<file path="src/hw/rtl/bad_pkg.sv">
// Shared constants, types and helpers of the box-average downsampler.
`default_nettype none

package bad_pkg;

    localparam int MAX_OUT_WIDTH  = 1024;
    localparam int MAX_IN_SIDE    = 4096;
    localparam int MAX_BLOCK_SIDE = 16;

    localparam int CH_W    = 8;
    localparam int NUM_CH  = 3;
    localparam int TDATA_W = NUM_CH * CH_W;
    localparam int ADDR_W  = $clog2(MAX_OUT_WIDTH);
    localparam int OCOL_W  = ADDR_W + 1;
    localparam int IN_W    = $clog2(MAX_IN_SIDE) + 1;
    localparam int SUB_W   = $clog2(MAX_BLOCK_SIDE);
    localparam int BLK_W   = SUB_W + 1;
    localparam int AREA_W  = 2 * SUB_W + 1;
    localparam int SUM_W   = 2 * SUB_W + CH_W;
    localparam int WORD_W  = NUM_CH * SUM_W;
    localparam int PADDR_W = 5;
    localparam int PDATA_W = 32;

    // Register indexes (word address paddr[4:2])
    localparam logic [2:0] REG_IN_WIDTH   = 3'd0;
    localparam logic [2:0] REG_IN_HEIGHT  = 3'd1;
    localparam logic [2:0] REG_OUT_WIDTH  = 3'd2;
    localparam logic [2:0] REG_OUT_HEIGHT = 3'd3;
    localparam logic [2:0] REG_BLOCK_W    = 3'd4;
    localparam logic [2:0] REG_BLOCK_H    = 3'd5;

    typedef struct packed {
        logic [IN_W-1:0]   iw;
        logic [IN_W-1:0]   ih;
        logic [OCOL_W-1:0] ow;
        logic [IN_W-1:0]   oh;
        logic [BLK_W-1:0]  bw;
        logic [BLK_W-1:0]  bh;
    } cfg_t;

    typedef struct packed {
        logic [ADDR_W-1:0] addr;
        logic              active;
        logic              first;
        logic              done;
        logic              fend;
    } pos_t;

    typedef struct packed {
        logic                         valid;
        logic [NUM_CH-1:0][SUM_W-1:0] sum;
        logic [AREA_W-1:0]            area;
        logic                         fend;
    } div_in_t;

    function automatic logic [IN_W-1:0] clamp_side(logic [12:0] v);
        logic [IN_W-1:0] r;
        if (v == 13'd0)
            r = IN_W'(1);
        else if (v > 13'(MAX_IN_SIDE))
            r = IN_W'(MAX_IN_SIDE);
        else
            r = IN_W'(v);
        return r;
    endfunction

    function automatic logic [OCOL_W-1:0] clamp_ow(logic [10:0] v);
        logic [OCOL_W-1:0] r;
        if (v == 11'd0)
            r = OCOL_W'(1);
        else if (v > 11'(MAX_OUT_WIDTH))
            r = OCOL_W'(MAX_OUT_WIDTH);
        else
            r = OCOL_W'(v);
        return r;
    endfunction

    function automatic logic [BLK_W-1:0] clamp_blk(logic [4:0] v);
        logic [BLK_W-1:0] r;
        if (v == 5'd0)
            r = BLK_W'(1);
        else if (v > 5'(MAX_BLOCK_SIDE))
            r = BLK_W'(MAX_BLOCK_SIDE);
        else
            r = BLK_W'(v);
        return r;
    endfunction

endpackage

`default_nettype wire

</file>
<file path="src/hw/rtl/bad_div.sv">
// Pipelined restoring divider: block sums by block area, one quotient bit per stage.
`default_nettype none

module bad_div (
    input  wire logic             clk,
    input  wire logic             rst_n,
    input  wire logic             adv,
    input  wire bad_pkg::div_in_t din,
    output logic                  out_valid,
    output logic [bad_pkg::NUM_CH-1:0][bad_pkg::CH_W-1:0] out_avg,
    output logic                  out_fend
);

    import bad_pkg::*;

    localparam int NSTG = CH_W;

    typedef struct packed {
        logic [NUM_CH-1:0]            sat;
        logic [NUM_CH-1:0][SUM_W-1:0] rem;
        logic [NUM_CH-1:0][CH_W-1:0]  q;
        logic [AREA_W-1:0]            area;
        logic                         fend;
    } dstage_t;

    function automatic dstage_t div_step(dstage_t s, logic [$clog2(NSTG)-1:0] k);
        dstage_t        r;
        logic [SUM_W:0] dv;
        r  = s;
        dv = (SUM_W + 1)'(s.area) << k;
        for (int c = 0; c < NUM_CH; c++)
        begin
            if ({1'b0, s.rem[c]} >= dv)
            begin
                r.rem[c]  = s.rem[c] - dv[SUM_W-1:0];
                r.q[c][k] = 1'b1;
            end
        end
        return r;
    endfunction

    dstage_t         st_reg [NSTG];
    dstage_t         st_next [NSTG];
    logic [NSTG-1:0] st_valid_reg;
    dstage_t         entry;

    // Quotient of 256 or more saturates; otherwise 8 bits suffice.
    always_comb
    begin
        entry.rem  = din.sum;
        entry.q    = '0;
        entry.area = din.area;
        entry.fend = din.fend;
        for (int c = 0; c < NUM_CH; c++)
        begin
            entry.sat[c] = {1'b0, din.sum[c]} >= ((SUM_W + 1)'(din.area) << CH_W);
        end
    end

    always_comb
    begin
        st_next[0] = div_step(entry, ($clog2(NSTG))'(NSTG - 1));
        for (int s = 1; s < NSTG; s++)
        begin
            st_next[s] = div_step(st_reg[s-1], ($clog2(NSTG))'(NSTG - 1 - s));
        end
    end

    always_ff @(posedge clk or negedge rst_n)
    begin
        if (!rst_n)
        begin
            st_valid_reg <= '0;
        end
        else if (adv)
        begin
            st_valid_reg <= {st_valid_reg[NSTG-2:0], din.valid};
        end
    end

    always_ff @(posedge clk)
    begin
        if (adv)
        begin
            for (int s = 0; s < NSTG; s++)
            begin
                st_reg[s] <= st_next[s];
            end
        end
    end

    assign out_valid = st_valid_reg[NSTG-1];
    assign out_fend  = st_reg[NSTG-1].fend;

    always_comb
    begin
        for (int c = 0; c < NUM_CH; c++)
        begin
            out_avg[c] = st_reg[NSTG-1].sat[c] ? {CH_W{1'b1}} : st_reg[NSTG-1].q[c];
        end
    end

    // A finished, unsaturated division leaves a remainder below the divisor
    a_rem_red: assert property (@(posedge clk) disable iff (!rst_n)
        out_valid && !st_reg[NSTG-1].sat[0]
            |-> st_reg[NSTG-1].rem[0] < SUM_W'(st_reg[NSTG-1].area))
        else $error("red remainder not below area");

    a_rem_blue: assert property (@(posedge clk) disable iff (!rst_n)
        out_valid && !st_reg[NSTG-1].sat[2]
            |-> st_reg[NSTG-1].rem[2] < SUM_W'(st_reg[NSTG-1].area))
        else $error("blue remainder not below area");

    a_hold: assert property (@(posedge clk) disable iff (!rst_n)
        out_valid && !adv |=> out_valid && $stable(out_avg))
        else $error("divider result lost during stall");

endmodule

`default_nettype wire

</file>
<file path="config.mk">
export PLATFORM = sky130hd
export DESIGN_NAME = bad_div
export DESIGN_NICKNAME = d
export VERILOG_FILES = /design/src/hw/rtl/bad_pkg.sv /design/src/hw/rtl/bad_div.sv
export SDC_FILE = /design/constraint.sdc
export NUM_CORES = 1
export LEC_CHECK = 0
export BUFFER_PORTS_ARGS = -buffer_cell sky130_fd_sc_hd__buf_2
export CORE_ASPECT_RATIO = 1.75
export CORE_MARGIN = 1
export CORE_UTILIZATION = 57
export CTS_CLUSTER_SIZE = 10
export DETAILED_ROUTE_END_ITERATION = 10
export GPL_TIMING_DRIVEN = 1
export PLACE_DENSITY = 0.76
export REMOVE_ABC_BUFFERS = 1
export SLEW_MARGIN = 30
export SYNTH_ARGS = -nofsm -noshare
export SYNTH_HDL_FRONTEND = slang
export SYNTH_SLANG_ARGS = --single-unit
</file>
<file path="constraint.sdc">
create_clock -name clk -period 2.63 [get_ports clk]
set_input_delay 0.263 -clock clk [delete_from_list [all_inputs] [get_ports clk]]
set_output_delay 0.263 -clock clk [all_outputs]
set_load 0.005 [all_outputs]
</file>
# Yosys cells after proc, flatten, opt, wreduce, memory -nomap -nowiden
# Memories as Yosys holds them, arrays and structs flattened.
# Cells that the tools add are included.
# classes
magnitude_cmp,27
muxes,53
addsub,24
# ops
cell,count
$mux W16,24
$ge A16 B17 Y1,3
$ge A16 B10 Y1,3
$ge A16 B11 Y1,3
$ge A16 B12 Y1,3
$ge A16 B13 Y1,3
$ge A16 B14 Y1,3
$ge A16 B15 Y1,3
$ge A16 B16 Y1,3
$ge A16 B9 Y1,3
$sub A16 B10 Y16,3
$sub A16 B11 Y16,3
$sub A16 B12 Y16,3
$sub A16 B13 Y16,3
$sub A16 B14 Y16,3
$sub A16 B15 Y16,3
$sub A16 B16 Y16,3
$sub A16 B9 Y16,3
$mux W1,26
$mux W8,3
# totals
out_inout_bits,26
input_bits,62
ram_bits,680
mem_count,1
reg_bits,8
word_cells,106
# memory_table
memory,depth,word_bits,read_ports,rd_ports_with_merged_regs,wr,line_no,text
st_reg,8,85,8,0,8,bad_div.sv:42,dstage_t st_reg [NSTG];

# Depth between registers and ports, before layout
# An unclocked memory read counts as a cell.
# logic_depth
word_depth,3
depth_mapped,12
mapped_depth_nobuf,10

# Worst setup path after synthesis
# No wires, ideal clock.
# synth_path
kind,input-to-reg
startpoint,in din[2] (netlist bit)
endpoint,mem st_reg[0][43] (netlist bit) (data pin)
setup_slack_ns,-0.123
arrival_ns,2.493
setup_ns,0.260
path_stages,8
n_path_buf,0
t_required_ns,2.370
path_cell_list,inv_1 > ha_1 > nor2b_4 > o21a_1 > a311o_1 > a41o_1 > a311oi_4 > mux2_4
# synth_rtl
element,line_no,text
from (decl),bad_div.sv:8,"input wire bad_pkg::div_in_t din,"
to (decl),bad_div.sv:42,

==> reports/qor.txt <==
status: complete, but fails checks
failing checks: setup timing
first-pass GRT wire length: 119 mm
layout cells sized above 1: 0.253
CP max-delay cell: edfxtp_1
Wirelength per Cell: 21.5 um
GRT Residual Overflow: 0
total die area: 0.0537 mm^2
Worst EP required: 2980 ps
Hold Slack: 30.6 ps
number of flops mapped to enable cells by yosys: 539
pin count of the biggest net entering global routing: 77
core region area: 0.0522 mm^2
setup TNS: -82.3 ps
initial drt markers: 969
post-route insts no fill: 3,710
worst-path fanout max: 5
met1 WL: 23.5 mm
Syn Std Cell Area: 0.0301 mm^2
PwrDens: 907 mW/mm^2
Max Used Layer: met4
crit path launch type: register
port buffer count: 87
WL final: 79.6 mm
router iterations before antenna repair: 7
worst slack, placed: -390 ps
Worst Tran Pin Value: 597 ps
Tightest Hold Check Type: in2reg
RSZ-0062 raised after global routing: true
Num CTS Buffers: 60
vias in the first global route: 22.7k
nets: 3,339
Fin. Hold Viols: 0
min Tclk post-route: 2670 ps
GRT Resource Usage Total: 0.297
Rows: 111
Critical Path Stages: 8
VDD IR-drop max: 0.629 mV
Area Growth Syn to Fin: 23.0%
CP Capture Type: register
leakage power: 14.6 nW
FILL cells: 3,681
DR DRC count: 0
Seq/Total Area, Yosys: 0.545
Worst EP arrival: 3030 ps
Clock Path Buffers: 3
vias: 21.6k
cell count after synthesis: 2,524
Synth warnings: 0
Top delay family on crit path: adder cells
slew margin rel.: 0.602
worst path bufs/invs: 0
remaining antenna violation count: 0
Worst Setup Path Type: reg2reg
Cell Chain, Critical Path: ha_2 -> fa_2 -> nand2b_4 -> a21oi_4 -> a31oi_4 -> o2111a_2 -> or3_1 -> xnor2_1
final setup vio count: 3
final period utilization: 1.02
CP max stage delay: 540 ps
CTS root buf: clkbuf_16
Max Cap Viol: 0
max reg flops: 539
Slew Viols, Final: 0
Detail Placement HPWL: 61.5 mm
Async SR Flop Fraction: 0.0146
initial antenna violation count: 0
Worst Skew: 35.8 ps
Vias per Instance: 5.82
detailed route wirelength on metal3: 2.04 mm
cell area after layout: 0.0370 mm^2
#FFs+latches synth: 547
RePlAce Congestion: 1.00
R2R cell count: 8
dpl cells: 3,543
fmax: 374 MHz
CTS tree: yes
final setup margin: -42.9 ps
Cell variety after synth: 75
Starting Density: 0.576
clock slew at reported path FFs: 60 ps
DP Area: 0.0336 mm^2
Die Y-Extent: 306 um
worst-skew pair later-pin latency: 640 ps
hold path depth: 2
Synth Area per Inst: 11.9 um^2
met2 wire len: 44.9 mm
H-Tree Depth: 2
Chip Width: 176 um
# clock sinks: 547
Boundary Pins: 88
# diodes: 0
top_reg_cell synth: edfxtp_1
[where the power goes]
part / switching [mW] / internal (mW) / leakage, nW
clock network: 3.21 / 4.15 / 0.792
logic: 6.64 / 6.18 / 8.48
registers: 1.20 / 12.2 / 5.29
[through the flow]
stage / power (mW) / utilization
detailed placement: 25.1 / 0.644
global route: 35.3 / 0.708
finish: 33.5 / 0.708
global placement: 24.6 / 0.644
CTS: 32.8 / 0.692
floorplan: 20.7 / -
[cell families after synthesis]
kind of cell / Yosys count / share of synthesized area
DFF: 547 / 0.545
xor gates and xnor gates: 142 / 0.0414
adders and majority gates: 261 / 0.114
and+or+nand+nor: 696 / 0.117
buffers and inverters: 208 / 0.0261
AOI/OAI and AO/OA: 576 / 0.121
muxes: 94 / 0.0353
[final cells by class]
type / count / area, um^2 / area share
well taps: 678 / 848 / 0.0229
clock inverters: 2 / 60.1 / 0.00162
inverters: 173 / 659 / 0.0178
flip-flops and latches: 547 / 16400 / 0.443
clock buffers: 76 / 1580 / 0.0428
repair buffers: 465 / 3670 / 0.0994
multi-input cells: 1769 / 13800 / 0.372
[synthesized netlist by cell type (all sizes together) (8+ instances only)]
cell	count	area (um^2)
or3	16	100
inv	173	649
fa	21	420
o211ai	12	90.1
a21boi	10	75.1
mux2	69	811
o21a	40	300
edfxtp	539	16200
o21ai	155	776
dfrtp	8	200
mux2i	25	250
or2	39	244
a31oi	13	81.3
nand2b	34	213
xnor2	81	709
nand3	40	200
ha	240	3000
nor4b	9	78.8
nand2	165	619
clkbuf	30	113
nor2b	44	283
nand4	30	188
a211oi	30	225
o31ai	25	188
o31a	11	96.3
nor3	61	305
and2	8	50.1
a21o	41	308
and3	14	90.1
nor2	167	627
a2111oi	11	103
xor2	61	534
or4	16	121
nor4	32	219
a21oi	166	831
[cell usage in the layout, fill, tap and decap left out, drive strengths merged, types with 41 or more instances in the layout]
master	count
mux2	69
xor2	61
o21ai	155
nor2b	44
a21o	41
inv	173
xnor2	81
a21oi	166
nand2	165
clkbuf	76
ha	240
edfxtp	539
nor3	61
buf	413
nor2	167
dlygate4sd3	52
[per-layer routing]
metal | track usage | vias up
li1 | - | 10400
met1 | 0.234 | 10200
met2 | 0.601 | 620
met3 | 0.0294 | 315
met4 | 0.281 | 0
met5 | 0 | -
[what timing repair did]
item	4_1_cts	5_1_grt
resized for setup	73	162
pin swaps	11	50
hold buffers	52	0
gates cloned	0	2
setup endpoints to repair	134	173
endpoints found under the hold margin	58	0
setup buffers	9	27
[path summary, 6_finish.rpt]
kind,from,to,slack [ps]
worst min-delay path,din[2],st_reg[0][2],30
worst max-delay path,st_reg[1][1],st_reg[1][164],-40
worst max register to register,st_reg[1][1],st_reg[1][164],-40
max in group asynchronous,rst_n,st_valid_reg[0],1780
min in group asynchronous,rst_n,st_valid_reg[3],600
worst min register to register,st_reg[1][24],st_reg[1][109],410
Note: power is estimated with default switching activity, not from simulation.
