$ cat src/hw/rtl/bad_pkg.sv
// Shared constants, types and helpers of the box-average downsampler.
`default_nettype none

package bad_pkg;

    localparam int MAX_OUT_WIDTH  = 1024;
    localparam int MAX_IN_SIDE    = 4096;
    localparam int MAX_BLOCK_SIDE = 16;

    localparam int CH_W    = 8;
    localparam int NUM_CH  = 3;
    localparam int TDATA_W = NUM_CH * CH_W;
    localparam int ADDR_W  = $clog2(MAX_OUT_WIDTH);
    localparam int OCOL_W  = ADDR_W + 1;
    localparam int IN_W    = $clog2(MAX_IN_SIDE) + 1;
    localparam int SUB_W   = $clog2(MAX_BLOCK_SIDE);
    localparam int BLK_W   = SUB_W + 1;
    localparam int AREA_W  = 2 * SUB_W + 1;
    localparam int SUM_W   = 2 * SUB_W + CH_W;
    localparam int WORD_W  = NUM_CH * SUM_W;
    localparam int PADDR_W = 5;
    localparam int PDATA_W = 32;

    // Register indexes (word address paddr[4:2])
    localparam logic [2:0] REG_IN_WIDTH   = 3'd0;
    localparam logic [2:0] REG_IN_HEIGHT  = 3'd1;
    localparam logic [2:0] REG_OUT_WIDTH  = 3'd2;
    localparam logic [2:0] REG_OUT_HEIGHT = 3'd3;
    localparam logic [2:0] REG_BLOCK_W    = 3'd4;
    localparam logic [2:0] REG_BLOCK_H    = 3'd5;

    typedef struct packed {
        logic [IN_W-1:0]   iw;
        logic [IN_W-1:0]   ih;
        logic [OCOL_W-1:0] ow;
        logic [IN_W-1:0]   oh;
        logic [BLK_W-1:0]  bw;
        logic [BLK_W-1:0]  bh;
    } cfg_t;

    typedef struct packed {
        logic [ADDR_W-1:0] addr;
        logic              active;
        logic              first;
        logic              done;
        logic              fend;
    } pos_t;

    typedef struct packed {
        logic                         valid;
        logic [NUM_CH-1:0][SUM_W-1:0] sum;
        logic [AREA_W-1:0]            area;
        logic                         fend;
    } div_in_t;

    function automatic logic [IN_W-1:0] clamp_side(logic [12:0] v);
        logic [IN_W-1:0] r;
        if (v == 13'd0)
            r = IN_W'(1);
        else if (v > 13'(MAX_IN_SIDE))
            r = IN_W'(MAX_IN_SIDE);
        else
            r = IN_W'(v);
        return r;
    endfunction

    function automatic logic [OCOL_W-1:0] clamp_ow(logic [10:0] v);
        logic [OCOL_W-1:0] r;
        if (v == 11'd0)
            r = OCOL_W'(1);
        else if (v > 11'(MAX_OUT_WIDTH))
            r = OCOL_W'(MAX_OUT_WIDTH);
        else
            r = OCOL_W'(v);
        return r;
    endfunction

    function automatic logic [BLK_W-1:0] clamp_blk(logic [4:0] v);
        logic [BLK_W-1:0] r;
        if (v == 5'd0)
            r = BLK_W'(1);
        else if (v > 5'(MAX_BLOCK_SIDE))
            r = BLK_W'(MAX_BLOCK_SIDE);
        else
            r = BLK_W'(v);
        return r;
    endfunction

endpackage

`default_nettype wire

$ cat src/hw/rtl/bad_seq.sv
// Raster position counters: input, sub-block and output column/row tracking.
`default_nettype none

module bad_seq (
    input  wire logic          clk,
    input  wire logic          rst_n,
    input  wire bad_pkg::cfg_t cfg,
    input  wire logic          step,
    output bad_pkg::pos_t      pos
);

    import bad_pkg::*;

    logic [IN_W-2:0]   in_col_reg, in_col_next;
    logic [IN_W-2:0]   in_row_reg, in_row_next;
    logic [SUB_W-1:0]  sub_col_reg, sub_col_next;
    logic [SUB_W-1:0]  sub_row_reg, sub_row_next;
    logic [OCOL_W-1:0] out_col_reg, out_col_next;
    logic [IN_W-1:0]   out_row_reg, out_row_next;

    logic col_wrap, row_wrap, subc_wrap, subr_wrap;

    assign col_wrap  = {1'b0, in_col_reg} >= (cfg.iw - IN_W'(1));
    assign row_wrap  = {1'b0, in_row_reg} >= (cfg.ih - IN_W'(1));
    assign subc_wrap = {1'b0, sub_col_reg} >= (cfg.bw - BLK_W'(1));
    assign subr_wrap = {1'b0, sub_row_reg} >= (cfg.bh - BLK_W'(1));

    always_comb
    begin
        in_col_next  = in_col_reg;
        in_row_next  = in_row_reg;
        sub_col_next = sub_col_reg;
        sub_row_next = sub_row_reg;
        out_col_next = out_col_reg;
        out_row_next = out_row_reg;
        if (col_wrap)
        begin
            in_col_next  = '0;
            sub_col_next = '0;
            out_col_next = '0;
            if (row_wrap)
            begin
                in_row_next  = '0;
                sub_row_next = '0;
                out_row_next = '0;
            end
            else
            begin
                in_row_next = in_row_reg + 1'b1;
                if (subr_wrap)
                begin
                    sub_row_next = '0;
                    if (out_row_reg < IN_W'(MAX_IN_SIDE))
                    begin
                        out_row_next = out_row_reg + 1'b1;
                    end
                end
                else
                begin
                    sub_row_next = sub_row_reg + 1'b1;
                end
            end
        end
        else
        begin
            in_col_next = in_col_reg + 1'b1;
            if (subc_wrap)
            begin
                sub_col_next = '0;
                if (out_col_reg < OCOL_W'(MAX_OUT_WIDTH))
                begin
                    out_col_next = out_col_reg + 1'b1;
                end
            end
            else
            begin
                sub_col_next = sub_col_reg + 1'b1;
            end
        end
    end

    always_ff @(posedge clk or negedge rst_n)
    begin
        if (!rst_n)
        begin
            in_col_reg  <= '0;
            in_row_reg  <= '0;
            sub_col_reg <= '0;
            sub_row_reg <= '0;
            out_col_reg <= '0;
            out_row_reg <= '0;
        end
        else if (step)
        begin
            in_col_reg  <= in_col_next;
            in_row_reg  <= in_row_next;
            sub_col_reg <= sub_col_next;
            sub_row_reg <= sub_row_next;
            out_col_reg <= out_col_next;
            out_row_reg <= out_row_next;
        end
    end

    assign pos.addr   = out_col_reg[ADDR_W-1:0];
    assign pos.active = (out_col_reg < cfg.ow) && (out_row_reg < cfg.oh);
    assign pos.first  = (sub_row_reg == '0) && (sub_col_reg == '0);
    assign pos.done   = subc_wrap && subr_wrap;
    assign pos.fend   = (out_col_reg == (cfg.ow - OCOL_W'(1)))
                     && (out_row_reg == (cfg.oh - IN_W'(1)));

endmodule

`default_nettype wire

$ cat config.mk
export PLATFORM = sky130hd
export DESIGN_NAME = bad_seq
export DESIGN_NICKNAME = d
export VERILOG_FILES = /design/src/hw/rtl/bad_pkg.sv /design/src/hw/rtl/bad_seq.sv
export SDC_FILE = /design/constraint.sdc
export NUM_CORES = 1
export LEC_CHECK = 0
export ABC_AREA = 1
export BUFFER_PORTS_ARGS = -buffer_cell sky130_fd_sc_hd__buf_2
export CORE_MARGIN = 10
export CORE_UTILIZATION = 60
export CTS_BUF_LIST = sky130_fd_sc_hd__clkbuf_16
export DETAILED_ROUTE_END_ITERATION = 8
export PLACE_DENSITY = 0.87
export RECOVER_POWER = 50
export REMOVE_ABC_BUFFERS = 1
export SLEW_MARGIN = 25
export SYNTH_ARGS = -nofsm -noshare
export SYNTH_HDL_FRONTEND = slang
export SYNTH_SLANG_ARGS = --single-unit
$ cat constraint.sdc
create_clock -name clk -period 3.2 [get_ports clk]
set_input_delay 0.64 -clock clk [delete_from_list [all_inputs] [get_ports clk]]
set_output_delay 0.64 -clock clk [all_outputs]
set_load 0.05 [all_outputs]
### Word-level counts from Yosys, hierarchy flattened

Cells that the tools add are included.
W data, S select, Z words.

| word-level totals | value |
|---|---|
| register bits after elaboration | 56 |
| output and inout port bits | 14 |
| logic and storage cells | 53 |

| operators by class | value |
|---|---|
| add/sub/neg operators | 12 |
| magnitude comparators | 8 |
| equality and inequality tests | 2 |
| multiplexer cells | 12 |
| reduce and logical (&&, ||, !) cells | 13 |

Operator list:

| cell | number |
|---|---|
| $mux W13 | 3 |
| $sub A13 B1 Y13 const B | 3 |
| $mux W11 | 3 |
| $ge A12 B13 Y1 | 2 |
| $add A12 B1 Y12 const B | 2 |
| $mux W12 | 2 |
| $mux W4 | 4 |
| $add A13 B1 Y13 const B | 1 |
| $eq A13 B13 Y1 | 1 |
| $lt A13 B13 Y1 | 1 |
| $lt A13 B13 Y1 const B | 1 |
| $add A11 B1 Y11 const B | 1 |
| $eq A11 B11 Y1 | 1 |
| $lt A11 B11 Y1 | 1 |
| $lt A11 B11 Y1 const B | 1 |
| $sub A11 B1 Y11 const B | 1 |
| $ge A4 B5 Y1 | 2 |
| $sub A5 B1 Y5 const B | 2 |
| $add A4 B1 Y4 const B | 2 |
| $logic_not A4 Y1 | 2 |
| $reduce_bool A2 Y1 | 4 |
| $logic_and A1 B1 Y1 | 4 |
| $reduce_and A4 Y1 | 1 |
| $reduce_and A3 Y1 | 1 |
| $reduce_and A2 Y1 | 1 |

### Logic depth before layout (Yosys ltp)

| logic depth | value |
|---|---|
| depth after elaboration | 4 |
| gate-level depth with buffers | 20 |
| gate-level depth less buffers | 19 |

### Least setup slack after synthesis

OpenSTA, ideal clock, no wires.

| timing path | value |
|---|---|
| path kind | input port to output port |
| from | input port cfg[11] (netlist name) |
| to | output port pos[0] (netlist name) |
| arrival | 2370 ps |
| setup slack | 190 ps |
| cell stages on the path | 9 |
| path buffers | 0 |
| cells stage by stage | inv_1 > ha_1 > nand2_1 > nor2_1 > nand3_1 > nor3_1 > xor2_1 > xor2_1 > nor2_1 |

RTL lines:

| element | RTL line | source |
|---|---|---|
| start: declaration | bad_seq.sv:7 | `input wire bad_pkg::cfg_t cfg,` |
| end: declaration | bad_seq.sv:9 | `output bad_pkg::pos_t pos` |

==> flow_summary_export.csv <==
group,metric,value,unit
routing,drc,0,
placement,place_congestion,0.904,
worst_setup_path,cp-start-kind,"primary input",
layout,drive_gt1_share,12.8,%
floorplan,start_util,61.6,%
synth,synth_xor_area_share,11.0,%
synth,yosysTopAreaCellShare,23.2,%
power,p_leak,0.00357,uW
worst_setup_path,ff2ff_path_depth,13,
layout,area_growth,12.3,%
floorplan,fp.dieArea,0.0145,mm^2
layout,largest_register_ffs,13,
worst_setup_path,endpoint_kind,"output port",
timing,final_max_slew_viol_count,0,
clock_network,clk_latency,0.30,ns
floorplan,core,0.00982,mm^2
worst_setup_path,worst-setup-path-type,"in2out",
global_route,antenna_found_initial,0,
timing,fmax,0.334,GHz
timing,finalCriticalPeriod,2.99,ns
synth,synth_cell_types,39,
clock_network,cts_max_path_buffers,2,
synth,synth_seq_area_share,23.2,%
routing,post_drt_wl_per_cell,12.9,um
run_status,status,"completed",
synth,synth_seq_cells,56,
synth,synthCells,892,
synth,synth_compound_area_share,7.67,%
synth,ys_warn_count,0,
clock_network,cts_made_buffers,5,
power,p_per_area,476,mW/mm^2
clock_network,clk_pin_slew,0.07,ns
placement,dpl_cell_area,0.00657,mm^2
global_route,grt_pass1_wl,24700,um
power,finalPower,3230,uW
synth,async_reset_ff_share,100,%
placement,post-dp-hpwl,11200,um
global_route,grt_pass1_vias,5699,
clock_network,clkSinkCount,56,
clock_network,cts_tree,"yes",
power,peakVddDrop,0.327,mV
routing,postRouteAntennaNets,0,
worst_setup_path,cp_max_fo,4,
timing,fin_crit_sh,93.4,%
global_route,busiest_layer,"met2",
routing,via_per_inst,5.37,
flow_run,cap_violations,0,
layout,final_area,0.00679,mm^2
clock_network,clock-root-buffer,"clkbuf_16",
synth,synthAdderAreaFrac,14.5,%
timing,tightest_slew,1.08,ns
synth,netlist_area,0.00605,mm^2
global_route,grt_max_degree,38,
timing,relSlewSlack,28.1,%
layout,n_fill_cell,866,
global_route,grt_use_total,19.4,%
synth,synth.area.mux_share,0,%
routing,first_pass_iters,5,
layout,fin_nets,1104,
layout,n_antenna_cell,0,
global_route,met1_usage,23.8,%
global_route,overflow,0,
global_route,use_met2,34.7,%
synth,synth_top_area_cell,"dfrtp_1",
synth,avgSynthCellArea,6.78,um^2
floorplan,num_rows,36,
worst_setup_path,required,2.56,ns
floorplan,die_width,120,um
timing,finalClockSkew,0.00982,ns
worst_setup_path,arrival,2.35,ns
synth,synth_top_family_by_area,"simple AND/OR/NAND/NOR gates",
routing,vias,5936,
layout,multi_input_area,0.00408,mm^2
clock_network,hold_buffers,0,
global_route,use_met3,3.16,%
floorplan,fp.dieH,120,um
clock_network,htree_levels,2,
synth,synthSimpleGateAreaFrac,33.9,%
timing,finalSetupViolations,0,
synth,synth.area.top_cells,"dfrtp_1 (23%), ha_1 (14%), nand2_1 (14%)",
timing,hold_violations,0,
min_path,hold_class,"in2async",
synth,synth_edf_count,0,
routing,first_iter_violations,340,
placement,io_buffers,76,
floorplan,io-pin-count,77,
routing,wl,14300,um
synth,synth_ff_type,"dfrtp_1",
layout,seqCellArea,0.00140,mm^2
## repair_timing
item	CTS	global route
endpoints found under the setup margin	0	37
buffers inserted	0	4
gates resized for setup	0	9
## placed cells by master, fill, tap and decap left out, types with 2 or more instances in the layout
cell type  synthesis  routed
nor4_1             3       3
xnor2_1           21      21
nor2_1            94      94
a21boi_0           3       3
o21ai_1            5       5
o21ai_2            2       2
nand2_1          219     218
or2_2              3       3
buf_4             13      21
nand2_2            3       3
nor3b_2            3       3
nand3_1           90      90
nand2_4            2       3
xnor3_1            2       2
xor2_1            48      48
nand4_1           13      13
buf_2              7      68
nor3_2             1       3
nor2_2             2       2
clkbuf_16          0       5
clkbuf_1           5       7
o21ai_0           36      36
nand3b_1           6       6
and3_1             3       3
dfrtp_1           56      56
inv_1            113     113
nor3_1            23      21
a21oi_1           34      34
ha_1              70      69
## worst max-delay path, cell delays in order
cell	delay (ns)
buf_2	0.10
inv_1	0.10
ha_2	0.21
nand2_1	0.08
nor2_1	0.20
nand3_1	0.15
nor3_1	0.20
xor2_1	0.20
xor2_1	0.20
nor2_1	0.09
buf_6	0.16
## cells by family (layout without fill, tap and decap cells)
| logic type | count (synthesis) | count (layout) |
|---|---|---|
| xor gates and xnor gates | 72 | 72 |
| AOI/OAI and AO/OA | 86 | 86 |
| DFF | 56 | 56 |
| and+or+nand+nor | 468 | 468 |
| buffers and inverters | 140 | 220 |
| adders and majority gates | 70 | 70 |
## stage by stage
| stage | setup TNS, ns | setup WS [ns] | hold slack, ns | std cells | utilization (%) |
|---|---|---|---|---|---|
| 6_report | 0 | 0.210 | 0.522 | 1105 | 69.2 |
| 5_1_grt | -0.00538 | -0.00538 | 0.591 | 1105 | 69.2 |
| 4_1_cts | 0 | 0.112 | 0.296 | 1101 | 68.7 |
| 3_5_place_dp | -2.48 | -0.127 | 0.526 | 1093 | 66.9 |
| 3_3_place_gp | 0 | 0.0159 | 0.525 | 1093 | 66.9 |
| 2_1_floorplan | -0.280 | -0.0215 | 0.344 | 866 | - |
## power by group
part	switching [uW]	internal [uW]	total, uW
logic	940	546	1490
registers	251	864	1110
clock network	261	372	634
## synth_stat cells, types with 5 or more instances
cell / instances
nand4_1: 13
nand2_1: 219
clkbuf_1: 5
o21ai_1: 5
o21ai_0: 36
nor3_1: 23
buf_4: 13
nand3b_1: 6
nor2_1: 94
xor2_1: 48
a21oi_1: 34
ha_1: 70
buf_2: 7
xnor2_1: 21
dfrtp_1: 56
inv_1: 113
nand3_1: 90
## worst paths after layout
kind / start / endpoint / slack [ns]
max in group asynchronous: rst_n / in_row_reg[8] / 1.22
worst max register to register: in_col_reg[2] / in_row_reg[11] / 1.01
min in group clk: in_col_reg[6] / in_col_reg[6] / 0.53
worst max-delay path: cfg[11] / pos[0] / 0.21
worst min register to register: in_col_reg[6] / in_col_reg[6] / 0.53
worst min-delay path: rst_n / in_col_reg[0] / 0.52
## layout make-up
class | count | share of cell area, %
timing repair buffer | 98 | 7.96
sequential | 56 | 20.6
tap | 133 | 2.45
clock inverter | 3 | 0.681
multi-input combinational | 696 | 60.1
inverter | 114 | 6.34
clock buffer | 5 | 1.84
## per-layer routing
layer / vias to the layer above / routed length, um
met5: - / 0
met4: 0 / 198
met3: 21 / 800
met2: 155 / 7010
met1: 2727 / 6260
li1: 3033 / -
(Power assumes the default switching activity.)
